## src/ftrt_pkg.sv

```systemverilog
// ----------------------------------------------------------------------------
// ftrt_pkg
// Shared types, request and status codes, and beat widths of the five-tuple
// rule table.
// ----------------------------------------------------------------------------
`default_nettype none

package ftrt_pkg;

	localparam int DEF_RULE_SLOTS = 32;

	localparam int REQ_W        = 2;
	localparam int LIMIT_W      = 6;
	localparam int COUNT_OUT_W  = 6;
	localparam int STATUS_W     = 2;
	localparam int S_TDATA_W    = 112;
	localparam int M_TDATA_W    = 112;

	localparam logic [REQ_W-1:0] REQ_ADD  = 2'd0;
	localparam logic [REQ_W-1:0] REQ_DEL  = 2'd1;
	localparam logic [REQ_W-1:0] REQ_LIST = 2'd2;

	localparam logic [STATUS_W-1:0] STAT_OK        = 2'd0;
	localparam logic [STATUS_W-1:0] STAT_DUPLICATE = 2'd1;
	localparam logic [STATUS_W-1:0] STAT_FULL      = 2'd2;
	localparam logic [STATUS_W-1:0] STAT_NOT_FOUND = 2'd3;

	typedef struct packed {
		logic [7:0]  protocol;
		logic [15:0] dport;
		logic [15:0] sport;
		logic [31:0] dst_addr;
		logic [31:0] src_addr;
	} rule_t;

	localparam int RULE_W = $bits(rule_t);

	typedef struct packed {
		logic [STATUS_W-1:0]    status;
		logic [COUNT_OUT_W-1:0] rule_count;
		logic                   entry_valid;
		rule_t                  rule;
		logic                   last;
	} beat_t;

endpackage

`default_nettype wire

```

## src/five_tuple_rule_table.sv

```systemverilog
// ----------------------------------------------------------------------------
// five_tuple_rule_table
// Exact-match five-tuple rule table with add, delete and list requests.
// ----------------------------------------------------------------------------
// The block takes one request at a time. Add and delete compare the stored
// rules one slot per cycle through the single read port of the rule memory;
// a delete that hits then reads the last rule and writes it into the freed
// slot. A list streams one rule per cycle while the output is taken. Every
// request gives its result beats in order, the final one marked by m_tlast,
// and a new request is accepted as soon as the last beat sits in the output
// register. Reset empties the table at once; the memory needs no clearing
// pass.
`default_nettype none

module five_tuple_rule_table
	import ftrt_pkg::*;
#(
	parameter int RULE_SLOTS = DEF_RULE_SLOTS
) (
	input  wire logic                 clk,
	input  wire logic                 arst_n,
	input  wire logic                 s_tvalid,
	output logic                      s_tready,
	// source address, destination address, source port, destination port,
	// protocol, list limit, zero pad
	input  wire logic [S_TDATA_W-1:0] s_tdata,
	// req_type
	input  wire logic [REQ_W-1:0]     s_tuser,
	output logic                      m_tvalid,
	input  wire logic                 m_tready,
	// status, rule count, listed source address, destination address,
	// source port, destination port, protocol
	output logic [M_TDATA_W-1:0]      m_tdata,
	// entry_valid
	output logic                      m_tuser,
	output logic                      m_tlast
);

	localparam int IDX_W = (RULE_SLOTS > 1) ? $clog2(RULE_SLOTS) : 1;

	rule_t              in_rule;
	logic [LIMIT_W-1:0] in_limit;
	logic               out_free;
	logic               beat_valid;
	beat_t              beat;
	logic               out_valid_q;
	beat_t              out_beat_q;

	logic               ram_wr_en;
	logic [IDX_W-1:0]   ram_wr_addr;
	rule_t              ram_wr_data;
	logic               ram_rd_en;
	logic [IDX_W-1:0]   ram_rd_addr;
	logic [RULE_W-1:0]  ram_rd_bits;

	assign in_rule.src_addr = s_tdata[31:0];
	assign in_rule.dst_addr = s_tdata[63:32];
	assign in_rule.sport    = s_tdata[79:64];
	assign in_rule.dport    = s_tdata[95:80];
	assign in_rule.protocol = s_tdata[103:96];
	assign in_limit         = s_tdata[109:104];

	ftrt_engine #(
		.RULE_SLOTS (RULE_SLOTS)
	) u_engine (
		.clk         (clk),
		.arst_n      (arst_n),
		.in_valid    (s_tvalid),
		.in_ready    (s_tready),
		.in_req_type (s_tuser),
		.in_rule     (in_rule),
		.in_limit    (in_limit),
		.out_free    (out_free),
		.beat_valid  (beat_valid),
		.beat        (beat),
		.ram_wr_en   (ram_wr_en),
		.ram_wr_addr (ram_wr_addr),
		.ram_wr_data (ram_wr_data),
		.ram_rd_en   (ram_rd_en),
		.ram_rd_addr (ram_rd_addr),
		.ram_rd_data (rule_t'(ram_rd_bits))
	);

	ftrt_ram #(
		.WIDTH (RULE_W),
		.DEPTH (RULE_SLOTS)
	) u_rule_ram (
		.clk     (clk),
		.wr_en   (ram_wr_en),
		.wr_addr (ram_wr_addr),
		.wr_data (RULE_W'(ram_wr_data)),
		.rd_en   (ram_rd_en),
		.rd_addr (ram_rd_addr),
		.rd_data (ram_rd_bits)
	);

	// The output register frees up in the same cycle its beat is taken.
	assign out_free = !out_valid_q || m_tready;

	always_ff @(posedge clk or negedge arst_n) begin
		if (!arst_n) begin
			out_valid_q <= 1'b0;
		end else if (beat_valid) begin
			out_valid_q <= 1'b1;
		end else if (m_tready) begin
			out_valid_q <= 1'b0;
		end
	end

	always_ff @(posedge clk) begin
		if (beat_valid) begin
			out_beat_q <= beat;
		end
	end

	assign m_tvalid = out_valid_q;
	assign m_tuser  = out_beat_q.entry_valid;
	assign m_tlast  = out_beat_q.last;
	assign m_tdata  = {out_beat_q.rule.protocol,
	                   out_beat_q.rule.dport,
	                   out_beat_q.rule.sport,
	                   out_beat_q.rule.dst_addr,
	                   out_beat_q.rule.src_addr,
	                   out_beat_q.rule_count,
	                   out_beat_q.status};

endmodule

`default_nettype wire

```

## src/ftrt_ram.sv

```systemverilog
// ----------------------------------------------------------------------------
// ftrt_ram
// Generic single-write, single-read synchronous RAM with a registered read.
// ----------------------------------------------------------------------------
`default_nettype none

module ftrt_ram #(
	parameter int WIDTH = 8,
	parameter int DEPTH = 32
) (
	input  wire logic                                        clk,
	input  wire logic                                        wr_en,
	input  wire logic [((DEPTH > 1) ? $clog2(DEPTH) : 1)-1:0] wr_addr,
	input  wire logic [WIDTH-1:0]                            wr_data,
	input  wire logic                                        rd_en,
	input  wire logic [((DEPTH > 1) ? $clog2(DEPTH) : 1)-1:0] rd_addr,
	output logic      [WIDTH-1:0]                            rd_data
);

	logic [WIDTH-1:0] mem_q [DEPTH];

	always_ff @(posedge clk) begin
		if (wr_en) begin
			mem_q[wr_addr] <= wr_data;
		end
		// The read data holds until the next read.
		if (rd_en) begin
			rd_data <= mem_q[rd_addr];
		end
	end

endmodule

`default_nettype wire

```

## src/ftrt_engine.sv

```systemverilog
// ----------------------------------------------------------------------------
// ftrt_engine
// Request sequencer: scans the rule memory, appends, moves the tail rule
// into a freed slot and streams listed rules toward the output register.
// ----------------------------------------------------------------------------
`default_nettype none

module ftrt_engine
	import ftrt_pkg::*;
#(
	parameter int RULE_SLOTS = DEF_RULE_SLOTS
) (
	input  wire logic                                              clk,
	input  wire logic                                              arst_n,
	input  wire logic                                              in_valid,
	output logic                                                   in_ready,
	input  wire logic [REQ_W-1:0]                                  in_req_type,
	input  wire rule_t                                             in_rule,
	input  wire logic [LIMIT_W-1:0]                                in_limit,
	input  wire logic                                              out_free,
	output logic                                                   beat_valid,
	output beat_t                                                  beat,
	output logic                                                   ram_wr_en,
	output logic [((RULE_SLOTS > 1) ? $clog2(RULE_SLOTS) : 1)-1:0] ram_wr_addr,
	output rule_t                                                  ram_wr_data,
	output logic                                                   ram_rd_en,
	output logic [((RULE_SLOTS > 1) ? $clog2(RULE_SLOTS) : 1)-1:0] ram_rd_addr,
	input  wire rule_t                                             ram_rd_data
);

	localparam int IDX_W = (RULE_SLOTS > 1) ? $clog2(RULE_SLOTS) : 1;
	localparam int CNT_W = $clog2(RULE_SLOTS + 1);
	localparam int CMP_W = (CNT_W > LIMIT_W) ? CNT_W : LIMIT_W;

	localparam logic [2:0] ST_IDLE    = 3'd0;
	localparam logic [2:0] ST_SCAN    = 3'd1;
	localparam logic [2:0] ST_TAIL_RD = 3'd2;
	localparam logic [2:0] ST_TAIL_WR = 3'd3;
	localparam logic [2:0] ST_LIST    = 3'd4;
	localparam logic [2:0] ST_RESP    = 3'd5;

	logic [2:0]          state_q;
	logic [REQ_W-1:0]    req_q;
	rule_t               key_q;
	logic [CNT_W-1:0]    idx_q;
	logic [CNT_W-1:0]    count_q;
	logic [CNT_W-1:0]    n_q;
	logic [IDX_W-1:0]    found_q;
	logic [STATUS_W-1:0] status_q;
	logic                pend_q;
	logic                issue_s1;
	logic [IDX_W-1:0]    idx_s1;

	logic                in_fire;
	logic                scan_issue;
	logic                hit;
	logic                miss;
	logic                full;
	logic                list_emit;
	logic                list_issue;
	logic [CNT_W-1:0]    tail_cnt;
	logic [CMP_W-1:0]    cnt_wide;
	logic [CMP_W-1:0]    limit_wide;
	logic [CNT_W-1:0]    n_in;

	assign in_ready   = (state_q == ST_IDLE);
	assign in_fire    = in_valid && in_ready;
	assign full       = (count_q == CNT_W'(RULE_SLOTS));
	assign tail_cnt   = count_q - CNT_W'(1);
	assign cnt_wide   = CMP_W'(count_q);
	assign limit_wide = CMP_W'(in_limit);
	// The limit only wins when it is not above the count, so it fits the count width.
	assign n_in       = (cnt_wide < limit_wide) ? count_q : CNT_W'(limit_wide);

	assign scan_issue = (state_q == ST_SCAN) && (idx_q < count_q);
	assign hit        = (state_q == ST_SCAN) && issue_s1 && (ram_rd_data == key_q);
	// A miss is known once every stored slot has been compared.
	assign miss       = (state_q == ST_SCAN) && !issue_s1 && (idx_q == count_q);

	assign list_emit  = (state_q == ST_LIST) && pend_q && out_free;
	assign list_issue = (state_q == ST_LIST) && (!pend_q || list_emit) && (idx_q < n_q);

	always_comb begin
		ram_rd_en   = 1'b0;
		ram_rd_addr = idx_q[IDX_W-1:0];
		ram_wr_en   = 1'b0;
		ram_wr_addr = count_q[IDX_W-1:0];
		ram_wr_data = key_q;
		beat_valid  = 1'b0;
		beat        = '0;
		beat.rule_count = cnt_wide[COUNT_OUT_W-1:0];
		case (state_q)
			ST_SCAN: begin
				ram_rd_en = scan_issue;
				if (!hit && miss && (req_q == REQ_ADD) && !full) begin
					ram_wr_en = 1'b1;
				end
			end
			ST_TAIL_RD: begin
				ram_rd_en   = 1'b1;
				ram_rd_addr = tail_cnt[IDX_W-1:0];
			end
			ST_TAIL_WR: begin
				ram_wr_en   = 1'b1;
				ram_wr_addr = found_q;
				ram_wr_data = ram_rd_data;
			end
			ST_LIST: begin
				ram_rd_en        = list_issue;
				beat_valid       = list_emit;
				beat.status      = STAT_OK;
				beat.entry_valid = 1'b1;
				beat.rule        = ram_rd_data;
				beat.last        = (idx_q == n_q);
			end
			ST_RESP: begin
				beat_valid  = out_free;
				beat.status = status_q;
				beat.last   = 1'b1;
			end
			default: begin
			end
		endcase
	end

	always_ff @(posedge clk or negedge arst_n) begin
		if (!arst_n) begin
			state_q  <= ST_IDLE;
			req_q    <= '0;
			key_q    <= '0;
			idx_q    <= '0;
			count_q  <= '0;
			n_q      <= '0;
			found_q  <= '0;
			status_q <= STAT_OK;
			pend_q   <= 1'b0;
			issue_s1 <= 1'b0;
			idx_s1   <= '0;
		end else begin
			case (state_q)
				ST_IDLE: begin
					if (in_fire) begin
						req_q    <= in_req_type;
						key_q    <= in_rule;
						idx_q    <= '0;
						issue_s1 <= 1'b0;
						pend_q   <= 1'b0;
						status_q <= STAT_OK;
						n_q      <= n_in;
						case (in_req_type)
							REQ_ADD, REQ_DEL: begin
								state_q <= ST_SCAN;
							end
							REQ_LIST: begin
								state_q <= (n_in == '0) ? ST_RESP : ST_LIST;
							end
							default: begin
								state_q <= ST_RESP;
							end
						endcase
					end
				end
				ST_SCAN: begin
					issue_s1 <= scan_issue;
					idx_s1   <= idx_q[IDX_W-1:0];
					if (scan_issue) begin
						idx_q <= idx_q + CNT_W'(1);
					end
					if (hit) begin
						found_q <= idx_s1;
						if (req_q == REQ_ADD) begin
							status_q <= STAT_DUPLICATE;
							state_q  <= ST_RESP;
						end else begin
							state_q <= ST_TAIL_RD;
						end
					end else if (miss) begin
						state_q <= ST_RESP;
						if (req_q == REQ_ADD) begin
							if (full) begin
								status_q <= STAT_FULL;
							end else begin
								status_q <= STAT_OK;
								count_q  <= count_q + CNT_W'(1);
							end
						end else begin
							status_q <= STAT_NOT_FOUND;
						end
					end
				end
				ST_TAIL_RD: begin
					state_q <= ST_TAIL_WR;
				end
				ST_TAIL_WR: begin
					count_q  <= tail_cnt;
					status_q <= STAT_OK;
					state_q  <= ST_RESP;
				end
				ST_LIST: begin
					if (list_issue) begin
						idx_q  <= idx_q + CNT_W'(1);
						pend_q <= 1'b1;
					end else if (list_emit) begin
						pend_q  <= 1'b0;
						state_q <= ST_IDLE;
					end
				end
				ST_RESP: begin
					if (out_free) begin
						state_q <= ST_IDLE;
					end
				end
				default: begin
					state_q <= ST_IDLE;
				end
			endcase
		end
	end

endmodule

`default_nettype wire

```

## config.mk

```make
export PLATFORM = sky130hd
export DESIGN_NAME = five_tuple_rule_table
export DESIGN_NICKNAME = d
export VERILOG_FILES = /design/src/ftrt_pkg.sv /design/src/five_tuple_rule_table.sv /design/src/ftrt_ram.sv /design/src/ftrt_engine.sv
export SDC_FILE = /design/constraint.sdc
export NUM_CORES = 2
export LEC_CHECK = 0
export BUFFER_PORTS_ARGS = -buffer_cell sky130_fd_sc_hd__buf_2
export CAP_MARGIN = 10
export CORE_UTILIZATION = 40
export DETAILED_ROUTE_END_ITERATION = 8
export HOLD_SLACK_MARGIN = 0.1
export PLACE_DENSITY = 0.62
export SYNTH_ARGS = -nofsm -noshare
export SYNTH_HDL_FRONTEND = slang
export SYNTH_HIERARCHICAL = 1
export SYNTH_SLANG_ARGS = --single-unit
export TNS_END_PERCENT = 100
```

## constraint.sdc

```tcl
create_clock -name clk -period 9.1 [get_ports clk]
set_clock_uncertainty 0.15 [all_clocks]
set_input_delay 1.82 -clock clk [delete_from_list [all_inputs] [get_ports clk]]
set_output_delay 1.82 -clock clk [all_outputs]
set_load 0.01 [all_outputs]
```

After elaboration in Yosys (flattened, before gate mapping). Memory sizes are Yosys's and may differ from the RTL's. A register that Yosys moved wholly into a read port is not among the register bits. Cells that the tools add are included.

Add/sub/neg operators: 3. Magnitude comparators: 3. Equal/unequal tests: 24. Mux-type cells: 45. Reduce and logical (&&, ||, !) cells: 39.

Operators by type and width (count): 105-bit 2-to-1 mux (1); 104-bit == test (1); 104-bit 2-to-1 mux (1); 6-bit 2-to-1 mux (8); 3-bit 2-to-1 mux (7); 6-bit < comparator (3); 3-bit one-hot mux with 6 select lines (1); 6-bit one-hot mux with 3 select lines (1); 1-bit logical AND (13); 6-bit by 1-bit adder with 6-bit output, second input constant (2); 6-bit == test (2); 2-bit 2-to-1 mux (6); 6-bit one-hot mux with 2 select lines (1); 5-bit 2-to-1 mux (2); 2-bit by 1-bit inequality test with 1-bit output, second input constant (5); 2-bit inequality test, second input constant (5); 1-bit one-hot mux with 2 select lines (5); 5-bit AND reduction (2); 1-bit 2-to-1 mux (9); 4-bit AND reduction (2); 2-bit nonzero test (4); 3-bit by 2-bit == test with 1-bit output, second input constant (2); 3-bit == test, second input constant (2); 6-bit == test, second input constant (1); 18 further kinds (28).

Register bits after elaboration: 256. Memory bits (writable): 3328. Input bits: 118. Logic and storage cells: 140. Memories kept: 1.

Memories: u_rule_ram.mem_q (depth 32, width 104, rd ports 1, clocked after memory_dff 1, write ports 1, line ftrt_ram.sv:20) `logic [WIDTH-1:0] mem_q [DEPTH];`.

Longest topological paths before layout.
Depth after elaboration: 11. Gate-level depth with buffers: 15. Mapped depth without buffers: 9.

By module. Netlist, hierarchy kept.

Modules (own cells, without submodules): ftrt_ram (instances 1, cells an instance 6040, area each 129470.4 µm²); ftrt_engine (instances 1, cells an instance 1351, area each 9590.4 µm²); five_tuple_rule_table (instances 1, cells an instance 117, area each 3470.8 µm²).

Least setup slack after synthesis. No wires, ideal clock.

Path kind: input port to flip-flop. Start: input m_tready. End: register out_valid_q (netlist: m_tvalid). Data arrival time: 7.449 ns. Data required time: 8.852 ns. Setup slack: 1.404 ns. Cell stages on the path: 4. Path through: nand2b_4 o21ai_0 nor2_1 nand2b_2.

Longest elaborated chain between the ends: 4.

RTL lines: start, declared (line five_tuple_rule_table.sv:30) `input wire logic m_tready,`; 1-bit logical OR (*) (line five_tuple_rule_table.sv:98) `assign out_free = !out_valid_q || m_tready;`; 1-bit logical AND (line ftrt_engine.sv:80) `assign list_emit = (state_q == ST_LIST) && pend_q && out_free;`; 1-bit one-hot mux with 2 select lines (*) (line ftrt_engine.sv:92) `case (state_q)`; net beat_valid (line five_tuple_rule_table.sv:44) `logic beat_valid;`; 1-bit 2-to-1 mux or 2-bit nonzero test (tied branches); end signal, assigned (line five_tuple_rule_table.sv:102) `out_valid_q <= 1'b0;`; end signal, assigned (line five_tuple_rule_table.sv:104) `out_valid_q <= 1'b1;`; end signal, assigned (line five_tuple_rule_table.sv:106) `out_valid_q <= 1'b0;`; end, declared (line five_tuple_rule_table.sv:46) `logic out_valid_q;`.

Mark *: on every way through the listed nets, which the timed path passes. The rest lies on a longest branch. A chain may end at the register's enable or synchronous reset.

Worst setup path after layout.
Start: register u_engine.state_q[2]. End: memory u_rule_ram/mem_q[31][20] in the netlist's numbering, enable pin.

Longest elaborated chain between the ends: 11.

RTL lines: start, declared (line ftrt_engine.sv:42) `logic [2:0] state_q;`; start signal, assigned (line ftrt_engine.sv:155) `state_q <= (n_in == '0) ? ST_RESP : ST_LIST;`; 3-bit by 1-bit == test with 1-bit output (line ftrt_engine.sv:76, ftrt_engine.sv:78, ftrt_engine.sv:92); 1-bit logical AND (2 in a row) (line ftrt_engine.sv:76) `assign hit = (state_q == ST_SCAN) && issue_s1 && (ram_rd_data == key_q);`; 1-bit zero test (line ftrt_engine.sv:95) `if (!hit && miss && (req_q == REQ_ADD) && !full) begin`; 1-bit logical AND (3 in a row) (line ftrt_engine.sv:95); 1-bit 2-to-1 mux (line ftrt_engine.sv:95); 1-bit one-hot mux with 2 select lines (*) (line ftrt_engine.sv:92); net ram_wr_en (line five_tuple_rule_table.sv:49) `logic ram_wr_en;`; 1-bit 2-to-1 mux (*) (line ftrt_ram.sv:23) `if (wr_en) begin`; 1-bit 2-to-1 mux (implied by the code) (*) (line ftrt_ram.sv:24) `mem_q[wr_addr] <= wr_data;`; end, declared (line ftrt_ram.sv:20).

Marks and branches as above.

==> run_summary.xml <==
<?xml version="1.0" encoding="UTF-8"?>
<metrics>
  <group name="placement">
    <metric name="gp_congestion" unit="">0.8422</metric>
    <metric name="dp.final_hpwl" unit="mm">221.9</metric>
    <metric name="worst_slack_at_placement" unit="ns">3.592</metric>
    <metric name="buffer_ports.inserted" unit="">231</metric>
    <metric name="placedCellCount" unit="">12227</metric>
  </group>
  <group name="power">
    <metric name="switching_power_as_a_share_of_total_power" unit="%">30.70</metric>
    <metric name="power.ir.vdd_worst" unit="V">0.0003105</metric>
    <metric name="sequentialPowerShare" unit="%">47.7</metric>
    <metric name="power.clock.fraction" unit="%">30.6</metric>
    <metric name="power.net_switching" unit="mW">14.85</metric>
    <metric name="total_power" unit="mW">48.39</metric>
    <metric name="power.leakage" unit="nW">51.34</metric>
    <metric name="power_density" unit="nW/um2">299.2</metric>
    <metric name="internal_power" unit="mW">33.53</metric>
    <metric name="comb_power_share" unit="%">21.7</metric>
  </group>
  <group name="worst_hold_path">
    <metric name="min_delay_worst_endpoint" unit="">u_engine/idx_s1[2]$_DFFE_PN0P_</metric>
    <metric name="timing.hold.worst_path_depth" unit="">2</metric>
    <metric name="hold_class" unit="">flop to flop</metric>
    <metric name="timing.hold.worst.start" unit="">u_engine/idx_s1[2]$_DFFE_PN0P_</metric>
  </group>
  <group name="global_route">
    <metric name="grt_max_degree" unit="">129</metric>
    <metric name="grt_antenna_before_repair" unit="">22</metric>
    <metric name="gr-usage-met3" unit="%">4.038</metric>
    <metric name="grt_pass1_wl" unit="mm">585.1</metric>
    <metric name="grt_overflow_total" unit="">0</metric>
    <metric name="gr-max-usage-layer" unit="">met2</metric>
    <metric name="grt_pass1_vias" unit="">75647</metric>
    <metric name="grt_use_met2" unit="%">37.52</metric>
    <metric name="grt.total_usage" unit="%">23.28</metric>
    <metric name="groute.layer.met1.usage" unit="%">29.89</metric>
  </group>
  <group name="layout">
    <metric name="final_util" unit="%">45.75</metric>
    <metric name="area_overhead_vs_synth" unit="%">13.46</metric>
    <metric name="post_layout_nonfiller_instances" unit="">12903</metric>
    <metric name="finish.net_count" unit="">8003</metric>
    <metric name="final_layout_size_suffix_gt1_share" unit="%">17.80</metric>
  </group>
  <group name="synth">
    <metric name="seq_area_frac_synth" unit="%">77.20</metric>
    <metric name="netlist_area" unit="um2">142500</metric>
    <metric name="synth_nets" unit="">7646</metric>
    <metric name="syn_area_per_cell" unit="um2">18.98</metric>
    <metric name="postSynth.asyncResetShare" unit="%">3.850</metric>
    <metric name="synth.ff_latch_count" unit="">3688</metric>
    <metric name="synth_edf_count" unit="">3546</metric>
    <metric name="synthCells" unit="">7508</metric>
    <metric name="synth_ff_type" unit="">sky130_fd_sc_hd__edfxtp_1</metric>
    <metric name="synth-warning-count" unit="">6</metric>
    <metric name="yosys.cell_types.count" unit="">72</metric>
  </group>
  <group name="detailed_routing">
    <metric name="drt-wirelength-per-cell" unit="um">32.85</metric>
    <metric name="vias_per_cell" unit="">5.948</metric>
    <metric name="route.vias.total" unit="">76743</metric>
    <metric name="drt_pass1_iterations" unit="">6</metric>
    <metric name="drt_iter0_markers" unit="">9497</metric>
    <metric name="post-route-drc-count" unit="">0</metric>
    <metric name="route.final.wire_length" unit="mm">423.9</metric>
    <metric name="antenna_left" unit="">0</metric>
  </group>
  <group name="cts">
    <metric name="h-tree-depth" unit="">5</metric>
    <metric name="holdBufCountCts" unit="">0</metric>
    <metric name="cts.sink_count" unit="">3688</metric>
    <metric name="cts_tree" unit="">built</metric>
    <metric name="cts-root-to-sink-buffers" unit="">4</metric>
    <metric name="clk-insertion-delay-late" unit="ns">0.90</metric>
    <metric name="cts.repair.resized" unit="">0</metric>
    <metric name="cts_root_buffer" unit="">sky130_fd_sc_hd__clkbuf_16</metric>
    <metric name="cts-buffers-inserted" unit="">362</metric>
    <metric name="post-cts-setup-buffers" unit="">0</metric>
    <metric name="post_cts_clock_slew_at_the_launch_and_capture_registers_of_the_worst_setup_and_hold_paths" unit="ns">0.06</metric>
  </group>
  <group name="critical_path">
    <metric name="r2r_end" unit="">u_rule_ram/mem_q[31][20]$_DFFE_PP_</metric>
    <metric name="worst_setup_path_category" unit="">flop to flop</metric>
    <metric name="rrSetupSlack" unit="ns">3.50</metric>
    <metric name="crit_arrival" unit="ns">5.95</metric>
    <metric name="cp-end-kind" unit="">flop</metric>
    <metric name="worst_setup_path_start_kind" unit="">flop</metric>
    <metric name="depth_of_the_worst_register_to_register_path" unit="">8</metric>
    <metric name="worst_r2r_startpoint" unit="">u_engine/state_q[2]$_DFFE_PN0P_</metric>
    <metric name="timing.critical_path.fanout_max" unit="">49</metric>
    <metric name="worstPathRequired" unit="ns">9.45</metric>
  </group>
  <group name="timing">
    <metric name="relSlewSlack" unit="%">7.354</metric>
    <metric name="max_clock_freq" unit="GHz">0.1787</metric>
    <metric name="final_critical_path_setup_slack" unit="ns">3.504</metric>
    <metric name="period_needed" unit="ns">5.596</metric>
    <metric name="final_setup_tns" unit="ns">0</metric>
    <metric name="unrepaired_setup_endpoints_after_global_routing" unit="">no</metric>
    <metric name="finalCritPeriodShare" unit="%">61.50</metric>
    <metric name="worst_slew_pin_slew" unit="ns">1.390</metric>
    <metric name="finalMaxSlewViolations" unit="">0</metric>
    <metric name="finalHoldViolations" unit="">0</metric>
    <metric name="setup_viol_count_final" unit="">0</metric>
  </group>
  <group name="floorplanning">
    <metric name="boundaryPins" unit="">234</metric>
    <metric name="standard_cell_row_count" unit="">218</metric>
    <metric name="die-height" unit="um">598.9</metric>
    <metric name="floorplan.initialDensity" unit="%">40.32</metric>
    <metric name="die-width" unit="um">598.9</metric>
    <metric name="design.die.area" unit="um2">358700</metric>
    <metric name="placeableCoreArea" unit="um2">353500</metric>
  </group>
  <group name="job">
    <metric name="maxCapViolations" unit="">0</metric>
  </group>
  <group name="outcome">
    <metric name="run_status" unit="">finished clean</metric>
  </group>
</metrics>
## power by group through the flow
stage,Clock [mW],Combinational (mW),Sequential (mW)
after CTS,15.0,10.4,23.0
after detailed placement,0,10.4,23.4
final,14.8,10.5,23.1
after floorplan,0,6.42,22.6
after global placement,0,10.1,23.4
after global routing,15.6,11.1,23.1
## synthesized netlist by cell type (all sizes together), types with 11 or more instances
cell	count	share of area (%)
nand2b	26	0.12
nor2b	64	0.28
a2111oi	12	0.074
a2bb2oi	14	0.086
a21oi	11	0.039
xor2	30	0.18
mux2i	812	5.7
dfrtp	142	2.5
nand2	637	1.7
nor4	13	0.068
buf	212	0.90
ha	20	0.18
and2	15	0.066
nand4	67	0.29
edfxtp	3546	75
nor2	65	0.17
clkbuf	212	0.56
mux4	430	6.8
nand3	216	0.76
a22o	56	0.34
a22oi	540	2.8
xnor2	41	0.25
and3	99	0.43
o21ai	56	0.20
inv	40	0.11
a31oi	58	0.25
## area by class of cell
cell class                      instances  area [um2]
Tap cell                             4730        5918
Antenna cell                           17       42.54
Multi-Input combinational cell       3355       30780
Sequential cell                      3688      110000
Clock inverter                        208        1988
Clock buffer                          447        9647
Inverter                               41       153.9
Fill cell                           29713      191800
Timing Repair Buffer                  417        3151
## worst max-delay path, stage by stage (launching register included)
cell and delay, ns:
sky130_fd_sc_hd__dfrtp_4 0.74, sky130_fd_sc_hd__nor2_4 0.58, sky130_fd_sc_hd__buf_4 0.60, sky130_fd_sc_hd__a31oi_1 0.09
sky130_fd_sc_hd__buf_4 0.21, sky130_fd_sc_hd__inv_1 0.11, sky130_fd_sc_hd__nand3_1 0.62, sky130_fd_sc_hd__nor2_4 1.31
sky130_fd_sc_hd__buf_4 0.70
## worst max-delay path by stage
stage / start / to / slack, ns / cells past startpoint
floorplan: m_tready / m_tvalid$_DFFE_PN0P_ / 1.40 / 4
global placement: u_engine/state_q[2]$_DFFE_PN0P_ / u_rule_ram/mem_q[31][85]$_DFFE_PP_ / 3.62 / 8
detailed placement: u_engine/state_q[2]$_DFFE_PN0P_ / u_rule_ram/mem_q[31][47]$_DFFE_PP_ / 3.59 / 8
CTS: u_engine/state_q[2]$_DFFE_PN0P_ / u_rule_ram/mem_q[31][20]$_DFFE_PP_ / 3.57 / 8
global route: u_engine/state_q[0]$_DFFE_PN0P_ / u_rule_ram/mem_q[25][82]$_DFFE_PP_ / 3.43 / 9
finish: u_engine/state_q[2]$_DFFE_PN0P_ / u_rule_ram/mem_q[31][20]$_DFFE_PP_ / 3.50 / 8
## layer usage
layer  part of all wire (%)  vias up  wire length (um)
met2                     48     3985            202200
met1                     37    40883            158700
met4                    6.4        4             27100
met3                    8.5      827             35910
met5                 0.0071        -                30
li1                       -    31044                 -
## cells by family after synthesis
logic type / Yosys count / share of synthesized area [%]
xor+xnor: 71 / 0.4363
flops: 3688 / 77.20
compound gates: 783 / 4.046
fa+ha+maj: 20 / 0.1756
buf+inv: 465 / 1.569
simple gates: 1233 / 4.028
mux: 1248 / 12.54
## flip-flops by register name (all words and copies together) (netlist names), 2 cells and up
signal,count
u_engine/n_q,6
u_engine/state_q,3
u_rule_ram/mem_q,3328
u_engine/idx_s1,5
u_engine/req_q,2
u_engine/status_q,2
m_tdata,112
u_engine/idx_q,6
u_engine/cnt_wide,6
u_engine/key_q,104
u_engine/found_q,5
u_rule_ram/rd_data,104
## cells in the final DEF, fill, tap and decap left out, types with 25 or more instances in the layout
master                         n
sky130_fd_sc_hd__a22o_1       56
sky130_fd_sc_hd__a22oi_1     540
sky130_fd_sc_hd__buf_2       230
sky130_fd_sc_hd__xnor2_1      39
sky130_fd_sc_hd__a31oi_1      58
sky130_fd_sc_hd__nor2_1       25
sky130_fd_sc_hd__clkbuf_16   369
sky130_fd_sc_hd__xor2_1       29
sky130_fd_sc_hd__edfxtp_1   3546
sky130_fd_sc_hd__clkinv_1     78
sky130_fd_sc_hd__o21ai_0      30
sky130_fd_sc_hd__nand2_1     636
sky130_fd_sc_hd__inv_1        40
sky130_fd_sc_hd__buf_12       45
sky130_fd_sc_hd__nand3_1     216
sky130_fd_sc_hd__nand4_1      67
sky130_fd_sc_hd__dfrtp_1     141
sky130_fd_sc_hd__nor2_4       38
sky130_fd_sc_hd__clkbuf_1     66
sky130_fd_sc_hd__bufinv_16    34
sky130_fd_sc_hd__mux4_2      430
sky130_fd_sc_hd__nor2b_1      52
sky130_fd_sc_hd__clkinv_2     64
sky130_fd_sc_hd__buf_4       137
sky130_fd_sc_hd__mux2i_1     812
sky130_fd_sc_hd__and3_1       98
## per-stage QoR
step	hold slack, ns	area, um2
finish	0.3300	161700
floorplan	0.2920	142500
global route	0.3500	161700
detailed placement	0.3140	150000
global placement	0.3184	150000
CTS	0.3288	161600
Note: power is estimated with default switching activity, not from simulation.
